## config.mk

```make
export PLATFORM = sky130hd
export DESIGN_NAME = date_interval_days_top
export DESIGN_NICKNAME = d
export VERILOG_FILES = /design/src/rtl/core/did_pkg.sv /design/src/rtl/core/date_interval_days_top.sv /design/src/rtl/core/did_ctrl.sv /design/src/rtl/core/did_dpath.sv
export VERILOG_INCLUDE_DIRS = /design/src /design/src/rtl/core
export SDC_FILE = /design/constraint.sdc
export NUM_CORES = 1
export LEC_CHECK = 0
export ABC_AREA = 1
export BUFFER_PORTS_ARGS = -buffer_cell sky130_fd_sc_hd__buf_2
export CAP_MARGIN = 20
export CORE_UTILIZATION = 45
export DETAILED_ROUTE_END_ITERATION = 8
export SETUP_SLACK_MARGIN = 0.2
export SYNTH_ARGS = -nofsm -noshare
export SYNTH_HDL_FRONTEND = slang
export SYNTH_SLANG_ARGS = --single-unit
export TNS_END_PERCENT = 50
```

## constraint.sdc

```tcl
create_clock -name clock -period 21.5 [get_ports clock]
set_input_delay 3.225 -clock clock [delete_from_list [all_inputs] [get_ports clock]]
set_output_delay 3.225 -clock clock [all_outputs]
set_load 0.05 [all_outputs]
```

## src/rtl/core/assert_macros.svh

```systemverilog
// Assertion macros shared by the day-interval RTL.
// Depends on nothing; included by modules that check their own logic.
`ifndef ASSERT_MACROS_SVH
`define ASSERT_MACROS_SVH

// Clocked check, muted while reset is high.
`define DID_ASSERT(lbl, clk, rst, prop) \
   lbl: assert property (@(posedge clk) disable iff (rst) prop) \
      else $error("day interval check failed");

// Clocked check that also holds during reset.
`define DID_ASSERT_ALWAYS(lbl, clk, prop) \
   lbl: assert property (@(posedge clk) prop) \
      else $error("day interval check failed");

`endif

```

## src/rtl/core/did_pkg.sv

```systemverilog
// Shared constants, tables and controller/datapath interface types for the
// day-interval block. No dependencies.
`default_nettype none

package did_pkg;

   localparam int YEAR_W  = 14;
   localparam int MONTH_W = 4;
   localparam int DAY_W   = 5;
   localparam int COUNT_W = 22;
   localparam int DN_W    = 23;   // serial day number, fits 16383 * 365 + extras
   localparam int REST_W  = 14;   // leap corrections plus day of year
   localparam int CHK_W   = YEAR_W + 1;
   localparam int OFS_W   = 9;

   localparam int MAX_YEAR      = 9999;
   localparam int DAYS_PER_YEAR = 365;
   localparam int MONTHS_END    = 13;
   localparam int FEB_SHORT     = 28;
   localparam int FEB_LONG      = 29;
   localparam int MONTH_FEB     = 2;
   localparam int CENTURY       = 100;
   localparam int QUAD_CENTURY  = 400;
   localparam int COUNT_MAX     = 4194303;

   // x / 100 as (x * 5243) >> 19, exact for x below 43690
   localparam int RECIP_W     = 13;
   localparam int RECIP_100   = 5243;
   localparam int RECIP_SHIFT = 19;
   localparam int MUL_W       = YEAR_W + RECIP_W;
   localparam int QUO_W       = MUL_W - RECIP_SHIFT;

   typedef struct packed {
      logic load;       // capture a new request
      logic sel;        // 0: first date, 1: second date
      logic step_div;   // quotients of the year
      logic step_chk;   // validity, quotients of the shifted year
      logic step_mul;   // year times 365, corrections
      logic step_sum;   // close out one day number
      logic finish;     // difference into the response register
   } cmd_type;

   typedef struct packed {
      logic out_busy;   // response register full and not draining
   } status_type;

   function automatic logic [DAY_W-1:0] month_len(input logic [MONTH_W-1:0] m,
                                                  input logic leap);
      logic [DAY_W-1:0] len;
      case (m)
         4'd1, 4'd3, 4'd5, 4'd7, 4'd8, 4'd10, 4'd12: len = DAY_W'(31);
         4'd4, 4'd6, 4'd9, 4'd11:                    len = DAY_W'(30);
         4'd2:    len = leap ? DAY_W'(FEB_LONG) : DAY_W'(FEB_SHORT);
         default: len = '0;
      endcase
      return len;
   endfunction

   // days from March 1 to the first of month m, year taken to start in March
   function automatic logic [OFS_W-1:0] march_offset(input logic [MONTH_W-1:0] m);
      logic [OFS_W-1:0] ofs;
      case (m)
         4'd3:    ofs = OFS_W'(0);
         4'd4:    ofs = OFS_W'(31);
         4'd5:    ofs = OFS_W'(61);
         4'd6:    ofs = OFS_W'(92);
         4'd7:    ofs = OFS_W'(122);
         4'd8:    ofs = OFS_W'(153);
         4'd9:    ofs = OFS_W'(184);
         4'd10:   ofs = OFS_W'(214);
         4'd11:   ofs = OFS_W'(245);
         4'd12:   ofs = OFS_W'(275);
         4'd1:    ofs = OFS_W'(306);
         4'd2:    ofs = OFS_W'(337);
         default: ofs = '0;
      endcase
      return ofs;
   endfunction

endpackage

`default_nettype wire

```

## src/rtl/core/date_interval_days_top.sv

```systemverilog
// Top level of the day-interval block: absolute day count between two dates.
// Depends on did_pkg, did_ctrl and did_dpath.
//
//   channel   direction  handshake             payload
//   req_      in         req_valid/req_stall   two dates (year, month, day)
//   rsp_      out        rsp_valid/rsp_stall   day_count, invalid_date
//
// The controller walks both dates of each request through one shared datapath,
// four steps per date, then one step for the difference that writes the
// response register. No new request is taken until that last step is done.
// Reset is synchronous and active high; it empties the response register.
// A stalled result holds in the response register; a finished item waits in
// the final step only while that register is still full.
`default_nettype none

module date_interval_days_top
   import did_pkg::*;
(
   input  wire                 clock,
   input  wire                 reset,
   input  wire                 req_valid,
   output logic                req_stall,
   input  wire  [YEAR_W-1:0]   req_first_year,
   input  wire  [MONTH_W-1:0]  req_first_month,
   input  wire  [DAY_W-1:0]    req_first_day,
   input  wire  [YEAR_W-1:0]   req_second_year,
   input  wire  [MONTH_W-1:0]  req_second_month,
   input  wire  [DAY_W-1:0]    req_second_day,
   output logic                rsp_valid,
   input  wire                 rsp_stall,
   output logic [COUNT_W-1:0]  rsp_day_count,
   output logic                rsp_invalid_date
);

   cmd_type    cmd;
   status_type status;

   did_ctrl u_ctrl (
      .clock     (clock),
      .reset     (reset),
      .req_valid (req_valid),
      .req_stall (req_stall),
      .cmd_o     (cmd),
      .status_i  (status)
   );

   did_dpath u_dpath (
      .clock            (clock),
      .reset            (reset),
      .cmd_i            (cmd),
      .status_o         (status),
      .req_first_year   (req_first_year),
      .req_first_month  (req_first_month),
      .req_first_day    (req_first_day),
      .req_second_year  (req_second_year),
      .req_second_month (req_second_month),
      .req_second_day   (req_second_day),
      .rsp_valid        (rsp_valid),
      .rsp_stall        (rsp_stall),
      .rsp_day_count    (rsp_day_count),
      .rsp_invalid_date (rsp_invalid_date)
   );

endmodule

`default_nettype wire

```

## src/rtl/core/did_ctrl.sv

```systemverilog
// Sequencer for the day-interval block: walks both dates through the shared
// datapath steps. Depends on did_pkg and assert_macros.svh.
`default_nettype none
`include "assert_macros.svh"

module did_ctrl
   import did_pkg::*;
(
   input  wire        clock,
   input  wire        reset,
   input  wire        req_valid,
   output logic       req_stall,
   output cmd_type    cmd_o,
   input  status_type status_i
);

   typedef enum logic [5:0] {
      ST_IDLE   = 6'b000001,
      ST_DIV    = 6'b000010,
      ST_CHK    = 6'b000100,
      ST_MUL    = 6'b001000,
      ST_SUM    = 6'b010000,
      ST_FINISH = 6'b100000
   } state_type;

   state_type state_ff, state_in;
   logic      sel_ff, sel_in;
   logic      accept;

   assign req_stall = (state_ff != ST_IDLE);
   assign accept    = req_valid && !req_stall;

   always_comb begin
      state_in = state_ff;
      sel_in   = sel_ff;
      cmd_o    = '0;
      cmd_o.sel = sel_ff;
      case (state_ff)
         ST_IDLE: begin
            if (accept) begin
               cmd_o.load = 1'b1;
               sel_in     = 1'b0;
               state_in   = ST_DIV;
            end
         end
         ST_DIV: begin
            cmd_o.step_div = 1'b1;
            state_in       = ST_CHK;
         end
         ST_CHK: begin
            cmd_o.step_chk = 1'b1;
            state_in       = ST_MUL;
         end
         ST_MUL: begin
            cmd_o.step_mul = 1'b1;
            state_in       = ST_SUM;
         end
         ST_SUM: begin
            cmd_o.step_sum = 1'b1;
            if (sel_ff) begin
               state_in = ST_FINISH;
            end else begin
               sel_in   = 1'b1;
               state_in = ST_DIV;
            end
         end
         ST_FINISH: begin
            // hold until the response register can take the result
            if (!status_i.out_busy) begin
               cmd_o.finish = 1'b1;
               state_in     = ST_IDLE;
            end
         end
         default: begin
            state_in = ST_IDLE;
         end
      endcase
   end

   always_ff @(posedge clock) begin
      if (reset) begin
         state_ff <= ST_IDLE;
         sel_ff   <= 1'b0;
      end else begin
         state_ff <= state_in;
         sel_ff   <= sel_in;
      end
   end

   `DID_ASSERT(a_accept_starts, clock, reset, accept |=> (state_ff == ST_DIV) && !sel_ff)
   `DID_ASSERT(a_second_pass_ends, clock, reset,
               (state_ff == ST_SUM && sel_ff) |=> (state_ff == ST_FINISH))
   `DID_ASSERT(a_finish_releases, clock, reset,
               (state_ff == ST_FINISH && !status_i.out_busy) |=> (state_ff == ST_IDLE))

endmodule

`default_nettype wire

```

## src/rtl/core/did_dpath.sv

```systemverilog
// Datapath for the day-interval block: date checks, serial day numbers,
// difference and response register. Depends on did_pkg and assert_macros.svh.
`default_nettype none
`include "assert_macros.svh"

module did_dpath
   import did_pkg::*;
(
   input  wire                      clock,
   input  wire                      reset,
   input  cmd_type                  cmd_i,
   output status_type               status_o,
   input  wire  [YEAR_W-1:0]        req_first_year,
   input  wire  [MONTH_W-1:0]       req_first_month,
   input  wire  [DAY_W-1:0]         req_first_day,
   input  wire  [YEAR_W-1:0]        req_second_year,
   input  wire  [MONTH_W-1:0]       req_second_month,
   input  wire  [DAY_W-1:0]         req_second_day,
   output logic                     rsp_valid,
   input  wire                      rsp_stall,
   output logic [COUNT_W-1:0]       rsp_day_count,
   output logic                     rsp_invalid_date
);

   logic [YEAR_W-1:0]  year_a_ff, year_b_ff;
   logic [MONTH_W-1:0] month_a_ff, month_b_ff;
   logic [DAY_W-1:0]   day_a_ff, day_b_ff;

   logic [YEAR_W-1:0]  cur_y, yy_ff, div_op;
   logic [MONTH_W-1:0] cur_m;
   logic [DAY_W-1:0]   cur_d;

   logic [MUL_W-1:0]   prod100, prod400;
   logic [QUO_W-1:0]   qy100_ff, qy400_ff, q100_ff, q400_ff;
   logic [DN_W-1:0]    prod_ff, dn_a_ff, dn_b_ff, dn, diff;
   logic [REST_W-1:0]  rest_ff, rest_in;
   logic               bad_ff;
   logic               leap, year_ok, month_ok, day_ok;
   logic [DAY_W-1:0]   mlen;

   logic               rsp_valid_ff;
   logic [COUNT_W-1:0] rsp_count_ff, count_in;
   logic               rsp_bad_ff;

   assign cur_y = cmd_i.sel ? year_b_ff  : year_a_ff;
   assign cur_m = cmd_i.sel ? month_b_ff : month_a_ff;
   assign cur_d = cmd_i.sel ? day_b_ff   : day_a_ff;

   // one pair of reciprocal multipliers serves the year and the shifted year
   assign div_op  = cmd_i.step_chk ? yy_ff : cur_y;
   assign prod100 = MUL_W'(div_op) * MUL_W'(RECIP_100);
   assign prod400 = MUL_W'(div_op[YEAR_W-1:2]) * MUL_W'(RECIP_100);

   assign leap = ((cur_y[1:0] == 2'b00) &&
                  (CHK_W'(cur_y) != CHK_W'(qy100_ff) * CHK_W'(CENTURY))) ||
                 (CHK_W'(cur_y) == CHK_W'(qy400_ff) * CHK_W'(QUAD_CENTURY));
   assign mlen     = month_len(cur_m, leap);
   assign year_ok  = (cur_y != '0) && (cur_y <= YEAR_W'(MAX_YEAR));
   assign month_ok = (cur_m != '0) && (cur_m < MONTH_W'(MONTHS_END));
   assign day_ok   = (cur_d != '0) && (cur_d <= mlen);

   assign rest_in = REST_W'(yy_ff[YEAR_W-1:2]) - REST_W'(q100_ff) + REST_W'(q400_ff)
                  + REST_W'(march_offset(cur_m)) + REST_W'(cur_d) - REST_W'(1);

   assign dn   = prod_ff + DN_W'(rest_ff);
   assign diff = (dn_a_ff >= dn_b_ff) ? (dn_a_ff - dn_b_ff) : (dn_b_ff - dn_a_ff);

   always_comb begin
      if (bad_ff) begin
         count_in = '0;
      end else if (diff > DN_W'(COUNT_MAX)) begin
         count_in = COUNT_W'(COUNT_MAX);
      end else begin
         count_in = diff[COUNT_W-1:0];
      end
   end

   always_ff @(posedge clock) begin
      if (cmd_i.load) begin
         year_a_ff  <= req_first_year;
         month_a_ff <= req_first_month;
         day_a_ff   <= req_first_day;
         year_b_ff  <= req_second_year;
         month_b_ff <= req_second_month;
         day_b_ff   <= req_second_day;
      end
      if (cmd_i.step_div) begin
         // January and February count with the previous year
         yy_ff    <= (cur_m <= MONTH_W'(MONTH_FEB)) ? (cur_y - YEAR_W'(1)) : cur_y;
         qy100_ff <= prod100[RECIP_SHIFT +: QUO_W];
         qy400_ff <= prod400[RECIP_SHIFT +: QUO_W];
      end
      if (cmd_i.step_chk) begin
         q100_ff <= prod100[RECIP_SHIFT +: QUO_W];
         q400_ff <= prod400[RECIP_SHIFT +: QUO_W];
      end
      if (cmd_i.step_mul) begin
         prod_ff <= DN_W'(yy_ff) * DN_W'(DAYS_PER_YEAR);
         rest_ff <= rest_in;
      end
      if (cmd_i.step_sum) begin
         if (cmd_i.sel) begin
            dn_b_ff <= dn;
         end else begin
            dn_a_ff <= dn;
         end
      end
      if (cmd_i.finish) begin
         rsp_count_ff <= count_in;
         rsp_bad_ff   <= bad_ff;
      end
   end

   always_ff @(posedge clock) begin
      if (reset) begin
         bad_ff       <= 1'b0;
         rsp_valid_ff <= 1'b0;
      end else begin
         if (cmd_i.load) begin
            bad_ff <= 1'b0;
         end else if (cmd_i.step_chk) begin
            bad_ff <= bad_ff | !(year_ok && month_ok && day_ok);
         end
         if (cmd_i.finish) begin
            rsp_valid_ff <= 1'b1;
         end else if (rsp_valid_ff && !rsp_stall) begin
            // drop once the transfer completes
            rsp_valid_ff <= 1'b0;
         end
      end
   end

   assign status_o.out_busy = rsp_valid_ff && rsp_stall;
   assign rsp_valid         = rsp_valid_ff;
   assign rsp_day_count     = rsp_count_ff;
   assign rsp_invalid_date  = rsp_bad_ff;

   `DID_ASSERT(a_valid_from_finish, clock, reset, $rose(rsp_valid_ff) |-> $past(cmd_i.finish))
   `DID_ASSERT(a_invalid_zero, clock, reset,
               (rsp_valid_ff && rsp_bad_ff) |-> (rsp_count_ff == '0))
   `DID_ASSERT(a_no_overwrite, clock, reset, cmd_i.finish |-> !status_o.out_busy)

endmodule

`default_nettype wire
```

==> metrics.cfg, run 1 <==
[setup_path]
timing.rr.start=u_ctrl.state_ff[4]$_SDFFE_PP0P_
r2r_slack_ns=14.37
cp_max_fo=28
end_kind=register
startpoint_type=register
critical_path_class=reg2reg
rr_worst_depth=20
reg2reg_to=u_dpath.q400_ff[2]$_DFFE_PP_
worstPathArrival_ns=7.41
critPathRequiredTime_ns=21.78

[synthesis]
synth.most_common_cell=inv_1
synth_seq_cells=203
netlist_instances=2591
synth.yosys.seq_area_share_pct=26.4
yosys.area.top_type=edfxtp_1
netlist.area_leader.share_pct=25.6
syn_area_um2=22800
synth-edff-count=194
synth_area_leaders=edfxtp_1, ha_1, fa_1, inv_1, nand2_1
synthTopCellsByCount=inv_1, nand2_1, ha_1, edfxtp_1, fa_1
synth_cell_types=54
synth-main-ff-cell=edfxtp_1
ys_warn_count=0
ys_async_sr_fraction_pct=0
syn_nets=3182
syn_area_per_cell_um2=8.79

[grt]
grt_pass1_wl_um=91200
grt_max_degree=38
track_usage_pct=22.6
grt_overflow=0
antenna_found_initial=0
first_global_vias=17900

[pwr]
switching_power_mw=1.75
power_frac_seq_pct=15.7
swShare_pct=50.0
p_per_area_nw_per_um2=141
power.total_mw=3.51
p_leak_nw=12.4
p_clk_share_pct=12.0
p_comb_share_pct=72.3
p_int_mw=1.75
ir_drop_mv=0.167

[sta]
maxSlewViolCount=0
finalCritPeriodShare_pct=33.2
rsz0062_at_grt=false
clock_skew_ns=0.0257
max_freq_mhz=140
fin_crit_ns=7.13
setup_viol=0
slew_headroom_pct=39.3
worstMarginPinSlew_ns=0.905
hold_viol=0
fin_setup_tns_ns=0

[placed_design]
hpwl_um=48000
gp_congestion=0.981
portBuffers=74

[clock_network]
tritoncts=done
cts_hold_buffers=0
cts_buffers=23
clock_latency_ns=0.54
clock-sinks=203
post_cts_buffers=0
htree_num_levels=1
cts_buffer_depth=3
root_buffer=clkbuf_16
cts_resized=0
cts.reportedPaths.clkPinSlew_ns=0.06

[hold_path]
hold_depth=2
hp-class=reg2reg
holdPathEnd=u_dpath.rsp_valid$_SDFFE_PP0P_
holdCritStartpoint=u_dpath.rsp_valid$_SDFFE_PP0P_

[finish]
fillers=4834
drive_gt1_share_pct=7.42
num_antenna_cells=0
finalNetCount=3270
multi_input_area_um2=14500
area_delta_synth_final_pct=8.90
seq_area_um2=6010

[routing]
dr_wl_met2_um=29300
wirelength_um=56700
dr.pass1.iters=5
drcViolationCount=0
wl_per_cell_um=16.8
drtIter0Drc=841
num_vias=17300
vias_per_cell=5.13
drt-met1-wl_um=23800
wl_met3_um=1530
dr.max_layer_used=met4
ant_nets=0

[floorplan]
pin_count=75
row_count=82
die_y_um=227
die_w_um=227
dieArea_um2=51500
coreArea_um2=50100
start_util_pct=45.5

[run]
maxCapViolations=0

[status]
status=completed

layout by cell type (no fill, tap or decap), types with 42 or more instances in the layout:
cell / n
a21oi_1: 158
buf_2: 74
edfxtp_1: 194
fa_1: 170
ha_1: 371
inv_1: 555
nand2_1: 451
nand3_1: 92
nand4_1: 42
nor2_1: 128
o21ai_0: 91
xor2_1: 91
through the flow:
stage	cells	hold WS (ns)	setup slack, ns	area, um2	utilization (%)
CTS	3366	0.501	14.33	24800	49.5
finish	3368	0.505	14.37	24800	49.5
global route	3368	0.533	13.80	24800	49.5
floorplan	2591	0.494	14.68	22800	-
detailed placement	3324	0.485	14.37	24000	47.9
global placement	3322	0.459	14.40	23900	47.8
final cells by class:
type                    count  area share, %
flip-flops and latches    203           24.2
clock buffers              28           2.44
multi-input cells        1802           58.6
repair buffers             87           2.04
clock inverters            14          0.747
well taps                 672           3.39
inverters                 562           8.53
power groups by stage:
stage / combinational [mW] / sequential [mW] / clock (mW)
2_1_floorplan: 1.91 / 0.552 / 0
3_3_place_gp: 2.49 / 0.560 / 0
3_5_place_dp: 2.53 / 0.559 / 0
4_1_cts: 2.55 / 0.552 / 0.427
5_1_grt: 2.90 / 0.553 / 0.443
6_report: 2.53 / 0.552 / 0.421
metal layers:
| metal | up-vias | global-route usage (%) |
|---|---|---|
| met3 | 98 | 1.95 |
| met1 | 8281 | 26.8 |
| met5 | - | 0 |
| met2 | 315 | 42.4 |
| li1 | 8597 | - |
| met4 | 0 | 8.03 |
critical path, cell delays in order, from the launching register on:
cell	delay, ns
dfxtp_1	0.32
nor2_1	0.16
inv_1	0.11
nor4_4	0.21
buf_4	0.29
inv_2	0.22
o21ai_1	0.71
inv_1	0.35
fa_1	0.61
fa_1	0.53
inv_1	0.06
fa_1	0.51
fa_1	0.53
fa_1	0.56
inv_1	0.05
ha_1	0.29
nand2_1	0.11
nor4_1	0.53
nand4_1	0.16
nand3_1	0.21
xor2_1	0.37
kinds of logic after synthesis:
logic type,Yosys count,share of synthesized area (%)
AND/OR/NAND/NOR,791,15.0
buffers and inverters,586,9.87
adder cells (fa/ha/maj),541,35.3
AO/OA/AOI/OAI,348,8.71
flip-flops,203,26.4
XOR/XNOR,122,4.69
how the worst max path moves through the flow:
stage                                          from  depth (start not counted)                           end
floorplan           u_ctrl.state_ff[5]$_SDFFE_PP0P_                         21  u_dpath.q400_ff[3]$_DFFE_PP_
detailed placement  u_ctrl.state_ff[5]$_SDFFE_PP0P_                         21  u_dpath.q400_ff[3]$_DFFE_PP_
finish              u_ctrl.state_ff[4]$_SDFFE_PP0P_                         20  u_dpath.q400_ff[2]$_DFFE_PP_
global route        u_ctrl.state_ff[5]$_SDFFE_PP0P_                         21  u_dpath.q400_ff[3]$_DFFE_PP_
CTS                 u_ctrl.state_ff[5]$_SDFFE_PP0P_                         20  u_dpath.q400_ff[2]$_DFFE_PP_
global placement    u_ctrl.state_ff[5]$_SDFFE_PP0P_                         21  u_dpath.q400_ff[3]$_DFFE_PP_
flip-flops by register name (all words and copies together) (netlist names), 5 cells and up:
| signal | count |
|---|---|
| u_dpath.q400_ff | 6 |
| u_dpath.rest_ff | 14 |
| u_dpath.day_b_ff | 5 |
| u_dpath.day_a_ff | 5 |
| u_dpath.dn_a_ff | 23 |
| u_dpath.year_a_ff | 14 |
| u_dpath.dn_b_ff | 23 |
| u_dpath.rsp_day_count | 22 |
| u_dpath.qy400_ff | 6 |
| u_dpath.prod_ff | 23 |
| u_ctrl.state_ff | 6 |
| u_dpath.yy_ff | 14 |
| u_dpath.q100_ff | 8 |
| u_dpath.year_b_ff | 14 |
| u_dpath.qy100_ff | 8 |
No activity file was read; power rests on OpenSTA's default activity.
==> run 2, diff against run 1 <==
--- a/config.mk
+++ b/config.mk
@@ -6,7 +6,7 @@
 export SDC_FILE = /design/constraint.sdc
 export NUM_CORES = 1
 export LEC_CHECK = 0
-export ABC_AREA = 1
+export ABC_AREA = 0
 export BUFFER_PORTS_ARGS = -buffer_cell sky130_fd_sc_hd__buf_2
 export CAP_MARGIN = 20
 export CORE_UTILIZATION = 45
==> constraint.sdc (replaced) <==
create_clock -name clock -period 6.4 [get_ports clock]
set_input_delay 0.96 -clock clock [delete_from_list [all_inputs] [get_ports clock]]
set_output_delay 0.96 -clock clock [all_outputs]
set_load 0.05 [all_outputs]
==> metrics.cfg, run 2 <==
[finish]
area_delta_synth_final_pct=14.6
multi_input_area_um2=13700  ; -5.8%
final_common_cell=inv_1
seq_area_um2=6010  ; about the same
final_cell_mix=inv_1, ha_1, edfxtp_1
postLayoutCellArea_um2=24000  ; -3.3%
fillers=4057  ; -16%
finalNetCount=2744  ; -16%
num_antenna_cells=0  ; unchanged
drive_gt1_share_pct=14.1  ; +6.7 points
top_regs=u_dpath.dn_a_ff: 23 flops, u_dpath.dn_b_ff: 23 flops, u_dpath.prod_ff: 23 flops

[synthesis]
ys_warn_count=0  ; unchanged
synth_seq_cells=203  ; unchanged
synth_cell_types=68  ; +26%
synth.most_common_cell=inv_1
ys_async_sr_fraction_pct=0  ; unchanged
synth.yosys.seq_area_share_pct=28.7  ; +2.3 points
syn_area_um2=20900  ; -8.1%
netlist.area_leader.share_pct=27.8  ; +2.3 points
synthTopCellsByCount=inv_1, ha_1, edfxtp_1, fa_1, a21oi_1
syn_nets=2581  ; -19%
yosys.area.top_type=edfxtp_1
netlist_instances=1990  ; -23%
synth-edff-count=194  ; unchanged
synth-main-ff-cell=edfxtp_1
synth_area_leaders=edfxtp_1, ha_1, fa_1, inv_1, xnor2_1
syn_area_per_cell_um2=10.5  ; +20%

[floorplan]
coreArea_um2=45700  ; -8.8%
start_util_pct=45.8  ; +0.34 points
pin_count=75  ; unchanged
dieArea_um2=47400  ; -8.0%
row_count=78  ; -4.9%
die_w_um=218  ; -4.1%
die_y_um=218  ; -4.1%

[setup_path]
timing.rr.start=u_ctrl.state_ff[1]$_SDFFE_PP0P_
r2r_slack_ns=0.36  ; -14.02 ns
critical_path_class=reg2reg
worstPathArrival_ns=6.32  ; -1.09 ns
rr_worst_depth=24  ; +20%
startpoint_type=register
reg2reg_to=u_dpath.q100_ff[7]$_DFFE_PP_
end_kind=register
cp_max_fo=7  ; -75%
critPathRequiredTime_ns=6.67  ; -15.11 ns
startpoint=u_ctrl.state_ff[1]$_SDFFE_PP0P_

[pwr]
p_int_mw=4.29  ; +150%
ir_drop_mv=0.308  ; +85%
power.total_mw=7.04  ; +100%
p_comb_share_pct=57.6  ; -15 points
p_leak_nw=11.3  ; -9.3%
p_per_area_nw_per_um2=293  ; +110%
swShare_pct=39.0  ; -11 points
p_clk_share_pct=19.1  ; +7.1 points
switching_power_mw=2.74  ; +56%
power_frac_seq_pct=23.3  ; +7.6 points

[placed_design]
portBuffers=74  ; unchanged
gp_congestion=0.904  ; -7.8%
place_area_um2=22400  ; -6.5%
hpwl_um=38800  ; -19%

[clock_network]
cts_buffer_depth=3  ; unchanged
tritoncts=done
htree_num_levels=1  ; unchanged
clock_latency_ns=0.53  ; about the same
cts.reportedPaths.clkPinSlew_ns=0.07  ; about the same
root_buffer=clkbuf_16
cts_buffers=24  ; +4.3%
clock-sinks=203  ; unchanged

[routing]
num_vias=14300  ; -17%
dr.pass1.iters=5  ; unchanged
wirelength_um=46800  ; -17%
drcViolationCount=0  ; unchanged
ant_nets=0  ; unchanged
wl_per_cell_um=16.9  ; +0.52%
vias_per_cell=5.18  ; +0.81%
drtIter0Drc=688  ; -18%

[sta]
hold_viol=0  ; unchanged
clock_skew_ns=0.0173  ; -0.00843 ns
setup_viol=0  ; unchanged
fin_crit_ns=6.04  ; -1.08 ns
slew_headroom_pct=29.6  ; -9.7 points
maxSlewViolCount=0  ; unchanged
rsz0062_at_grt=false
finalCritPeriodShare_pct=94.5  ; +61 points
max_freq_mhz=165  ; +18%
worstMarginPinSlew_ns=1.06  ; +0.151 ns

[status]
status=completed

[grt]
grt_max_degree=50  ; +32%
grt_pass1_wl_um=75900  ; -17%
grt_overflow=0  ; unchanged
first_global_vias=15100  ; -15%
antenna_found_initial=0  ; unchanged
track_usage_pct=20.2  ; -2.4 points

[hold_path]
holdCritStartpoint=u_ctrl.state_ff[3]$_SDFFE_PP0P_
holdPathEnd=u_ctrl.state_ff[4]$_SDFFE_PP0P_
hold_depth=2  ; unchanged
hp-class=reg2reg

[run]
maxCapViolations=0  ; unchanged

## run 2: cell families after synthesis
group           synth area share (%)
mux                             1.97
simple gates                    7.16
xor+xnor                        5.61
buf+inv                         8.11
compound gates                  10.0
flops                           28.7
fa+ha+maj                       38.4
## run 2: through the flow
step	utilization [%]	hold slack, ns	std cells	TNS, ns	worst slack, ns
detailed placement	49.1	0.515	2699	-0.633	-0.201
CTS	50.9	0.522	2738	0	0.204
floorplan	-	0.477	1990	0	0.216
global route	52.5	0.553	2766	0	0.121
global placement	49.1	0.508	2698	-0.0944	-0.0472
finish	52.5	0.523	2766	0	0.355
## run 2: layer usage
layer / global-route usage (%) / vias up / routed length, um
met4: 6.55 / 0 / 1710
met2: 36.2 / 238 / 23100
li1: - / 7044 / -
met3: 1.95 / 97 / 1300
met5: 0 / - / 0
met1: 25.3 / 6937 / 20600
## run 2: how the worst max path moves through the flow
stage	to	cells after the start
detailed placement	u_dpath.q100_ff[7]$_DFFE_PP_	22
finish	u_dpath.q100_ff[7]$_DFFE_PP_	24
global route	u_dpath.qy100_ff[7]$_DFFE_PP_	24
global placement	u_dpath.qy100_ff[7]$_DFFE_PP_	22
floorplan	u_dpath.q100_ff[7]$_DFFE_PP_	23
CTS	u_dpath.q100_ff[7]$_DFFE_PP_	22
## run 2: power by group through the flow
stage                     clock network (mW)  logic [mW]  registers, mW
after floorplan                            0        2.67           1.66
after global placement                     0        3.53           1.67
after detailed placement                   0        3.62           1.67
after CTS                               1.37        3.70           1.64
after global routing                    1.42        4.66           1.64
final                                   1.34        4.05           1.64
## run 2: critical path, stage by stage, from the launching register on
cell       delay (ns)
dfxtp_4          0.35
nor4_4           0.30
nand3b_1         0.13
buf_6            0.16
clkbuf_16        0.16
inv_1            0.18
a21boi_4         0.10
buf_4            0.17
ha_4             0.25
fa_1             0.52
inv_1            0.06
fa_1             0.52
inv_1            0.06
fa_1             0.45
fa_1             0.54
ha_4             0.21
a21o_1           0.17
a21o_1           0.18
a31oi_2          0.14
o211ai_1         0.19
nand3_1          0.16
nand3b_1         0.13
o31a_1           0.37
a21oi_2          0.19
xnor2_2          0.10
## run 2: final cells by class
type,instances,area share (%)
multi-input cells,1346,57.1
flip-flops and latches,203,25.1
inverters,412,6.46
repair buffers,166,5.03
well taps,600,3.13
clock buffers,25,2.61
clock inverters,14,0.579
## run 2: what timing repair did
action / in CTS / in global routing
setup buffers: 0 / 26
hold buffers: 0 / 0
endpoints found under the setup margin: 21 / 22
gates cloned: 0 / 2
pin swaps: 0 / 68
resized for setup: 11 / 105
==> run 3, diff against run 2 <==
--- a/config.mk
+++ b/config.mk
@@ -11,6 +11,7 @@
 export CAP_MARGIN = 20
 export CORE_UTILIZATION = 45
 export DETAILED_ROUTE_END_ITERATION = 8
+export MAX_ROUTING_LAYER = met4
 export SETUP_SLACK_MARGIN = 0.2
 export SYNTH_ARGS = -nofsm -noshare
 export SYNTH_HDL_FRONTEND = slang
==> constraint.sdc (replaced) <==
create_clock -name clock -period 7.71 [get_ports clock]
set_input_delay 1.1565 -clock clock [delete_from_list [all_inputs] [get_ports clock]]
set_output_delay 1.1565 -clock clock [all_outputs]
set_load 0.05 [all_outputs]
==> metrics.cfg, run 3 (synthesis results as in run 2) <==
[grt]
grt_util_met1_pct=24.4  ; -0.85 points
track_usage_pct=20.5  ; +0.30 points
busiest_layer=met2
met2_usage_pct=36.5  ; +0.29 points
first_global_vias=14700  ; -2.6%
antenna_found_initial=0  ; unchanged
grt_pass1_wl_um=74600  ; -1.7%
grt_overflow=0  ; unchanged
grt_max_degree=50  ; unchanged
use_met3_pct=1.88  ; -0.070 points

[sta]
setup_viol=0  ; unchanged
hold_viol=0  ; unchanged
finalCritPeriodShare_pct=90.1  ; -4.4 points
rsz0062_at_grt=false
fin_setup_tns_ns=0  ; unchanged
slew_headroom_pct=31.1  ; +1.5 points
fin_crit_ns=6.94  ; +0.898 ns
clock_skew_ns=0.0126  ; -0.00472 ns
max_freq_mhz=144  ; -13%
worstMarginPinSlew_ns=1.01  ; -0.0512 ns
maxSlewViolCount=0  ; unchanged

[setup_path]
path_common_cell=inv_1
path_delay_family=adder cells
worstPathArrival_ns=7.21  ; +0.89 ns
critical_path_class=reg2reg
cp_max_fo=19  ; +12
cp_slowest_cell=fa_1
crit_buf_inv=6  ; unchanged
worstPathCellList=nor4_1, nand3b_1, buf_4, buf_4, nand2_1, o21a_1, inv_1, fa_1, inv_1, ha_1, ha_1, inv_1, fa_1, fa_1, inv_1, ha_1, a2111o_1, a211oi_1, o211ai_1, nand3_1, nand3b_1, o31a_1, a21oi_1, xnor2_1
cp_slowest_stage_delay_ns=0.60  ; +0.06 ns
startpoint_type=register
critPathRequiredTime_ns=7.98  ; +1.31 ns
end_kind=register

[finish]
drive_gt1_share_pct=8.01  ; -6.1 points
top_regs=u_dpath.dn_a_ff: 23 flops, u_dpath.dn_b_ff: 23 flops, u_dpath.prod_ff: 23 flops
num_antenna_cells=0  ; unchanged
final_util_pct=50.3  ; -2.2 points
finalNetCount=2682  ; -2.3%
final_cell_mix=inv_1, ha_1, edfxtp_1
stdcell_count=2709  ; -2.1%
multi_input_area_um2=13300  ; -3.3%
fillers=4225  ; +4.1%
area_delta_synth_final_pct=9.80
final_common_cell=inv_1
seq_area_um2=6010  ; about the same

[clock_network]
cts_buffer_depth=3  ; unchanged
tritoncts=done
htree_num_levels=1  ; unchanged
clock_latency_ns=0.53  ; about the same
root_buffer=clkbuf_16
cts_hold_buffers=0  ; unchanged
clock-sinks=203  ; unchanged
cts.reportedPaths.clkPinSlew_ns=0.06  ; about the same
cts_buffers=24  ; unchanged

[hold_path]
hp-class=reg2reg

[floorplan]
start_util_pct=45.8  ; unchanged
coreArea_um2=45700  ; unchanged
dieArea_um2=47400  ; unchanged
pin_count=75  ; unchanged
die_y_um=218  ; unchanged
die_w_um=218  ; unchanged
row_count=78  ; unchanged

[placed_design]
gp_congestion=0.912  ; +0.87%
placed_cells=2663  ; -1.3%
hpwl_um=38100  ; -1.8%
portBuffers=74  ; unchanged

[run]
maxCapViolations=0  ; unchanged

[pwr]
p_per_area_nw_per_um2=240  ; -18%
p_leak_nw=10.9  ; -3.1%
ir_drop_mv=0.271  ; -12%

[routing]
wirelength_um=45100  ; -3.7%
vias_per_cell=5.15  ; -0.48%
drcViolationCount=0  ; unchanged
num_vias=14000  ; -2.5%
ant_nets=0  ; unchanged
dr.pass1.iters=5  ; unchanged
wl_per_cell_um=16.6  ; -1.7%
drtIter0Drc=656  ; -4.7%

[status]
status=completed

-- run 3: timing repair --
item,4_1_cts,5_1_grt
buffers inserted,0,2
resized for setup,1,7
pin swaps,0,1
gates cloned,0,0
endpoints found under the setup margin,2,16
-- run 3: area by class of cell --
| type | instances | share of cell area [%] |
|---|---|---|
| clock inverters | 17 | 0.855 |
| flip-flops and latches | 203 | 26.1 |
| multi-input cells | 1346 | 57.7 |
| clock buffers | 27 | 2.75 |
| well taps | 600 | 3.27 |
| inverters | 412 | 6.73 |
| repair buffers | 104 | 2.59 |
-- run 3: routing by layer --
layer  share of wire [%]  vias to the layer above  wire (um)
met3                 2.8                       79       1250
met4                 3.0                        0       1340
li1                    -                     6949          -
met2                  51                      216      23000
met1                  43                     6710      19500
met5                   0                        -          0
-- run 3: stage by stage --
step / total power [mW] / worst slack (ns) / area, um2 / hold WS (ns)
finish: 5.52 / 0.767 / 23000 / 0.532
global route: 6.09 / 0.407 / 23000 / 0.578
CTS: 5.58 / 0.237 / 23000 / 0.532
detailed placement: 4.35 / 0.190 / 22100 / 0.525
global placement: 4.26 / 0.487 / 22100 / 0.518
floorplan: 3.60 / 1.19 / 20900 / 0.477
-- run 3: power breakdown --
part	internal [mW]	switching [mW]	total [mW]
Sequential	1.34	0.0175	1.36
Combinational	1.30	1.67	2.97
Clock	0.727	0.466	1.19
-- run 3: tightest hold or removal path, cell delays in order, from the launching register on --
cell and delay, ns:
dfxtp_1 0.32, nand2_1 0.09, a21oi_1 0.07
-- run 3: path summary, 6_finish.rpt --
kind,from,to,slack (ns),depth (start not counted)
max,u_ctrl.state_ff[5]$_SDFFE_PP0P_,u_dpath.q100_ff[7]$_DFFE_PP_,0.77,24
min,u_dpath.rsp_valid$_SDFFE_PP0P_,u_dpath.rsp_valid$_SDFFE_PP0P_,0.53,2
max reg2reg,u_ctrl.state_ff[5]$_SDFFE_PP0P_,u_dpath.q100_ff[7]$_DFFE_PP_,0.77,24
min reg2reg,u_dpath.rsp_valid$_SDFFE_PP0P_,u_dpath.rsp_valid$_SDFFE_PP0P_,0.53,2
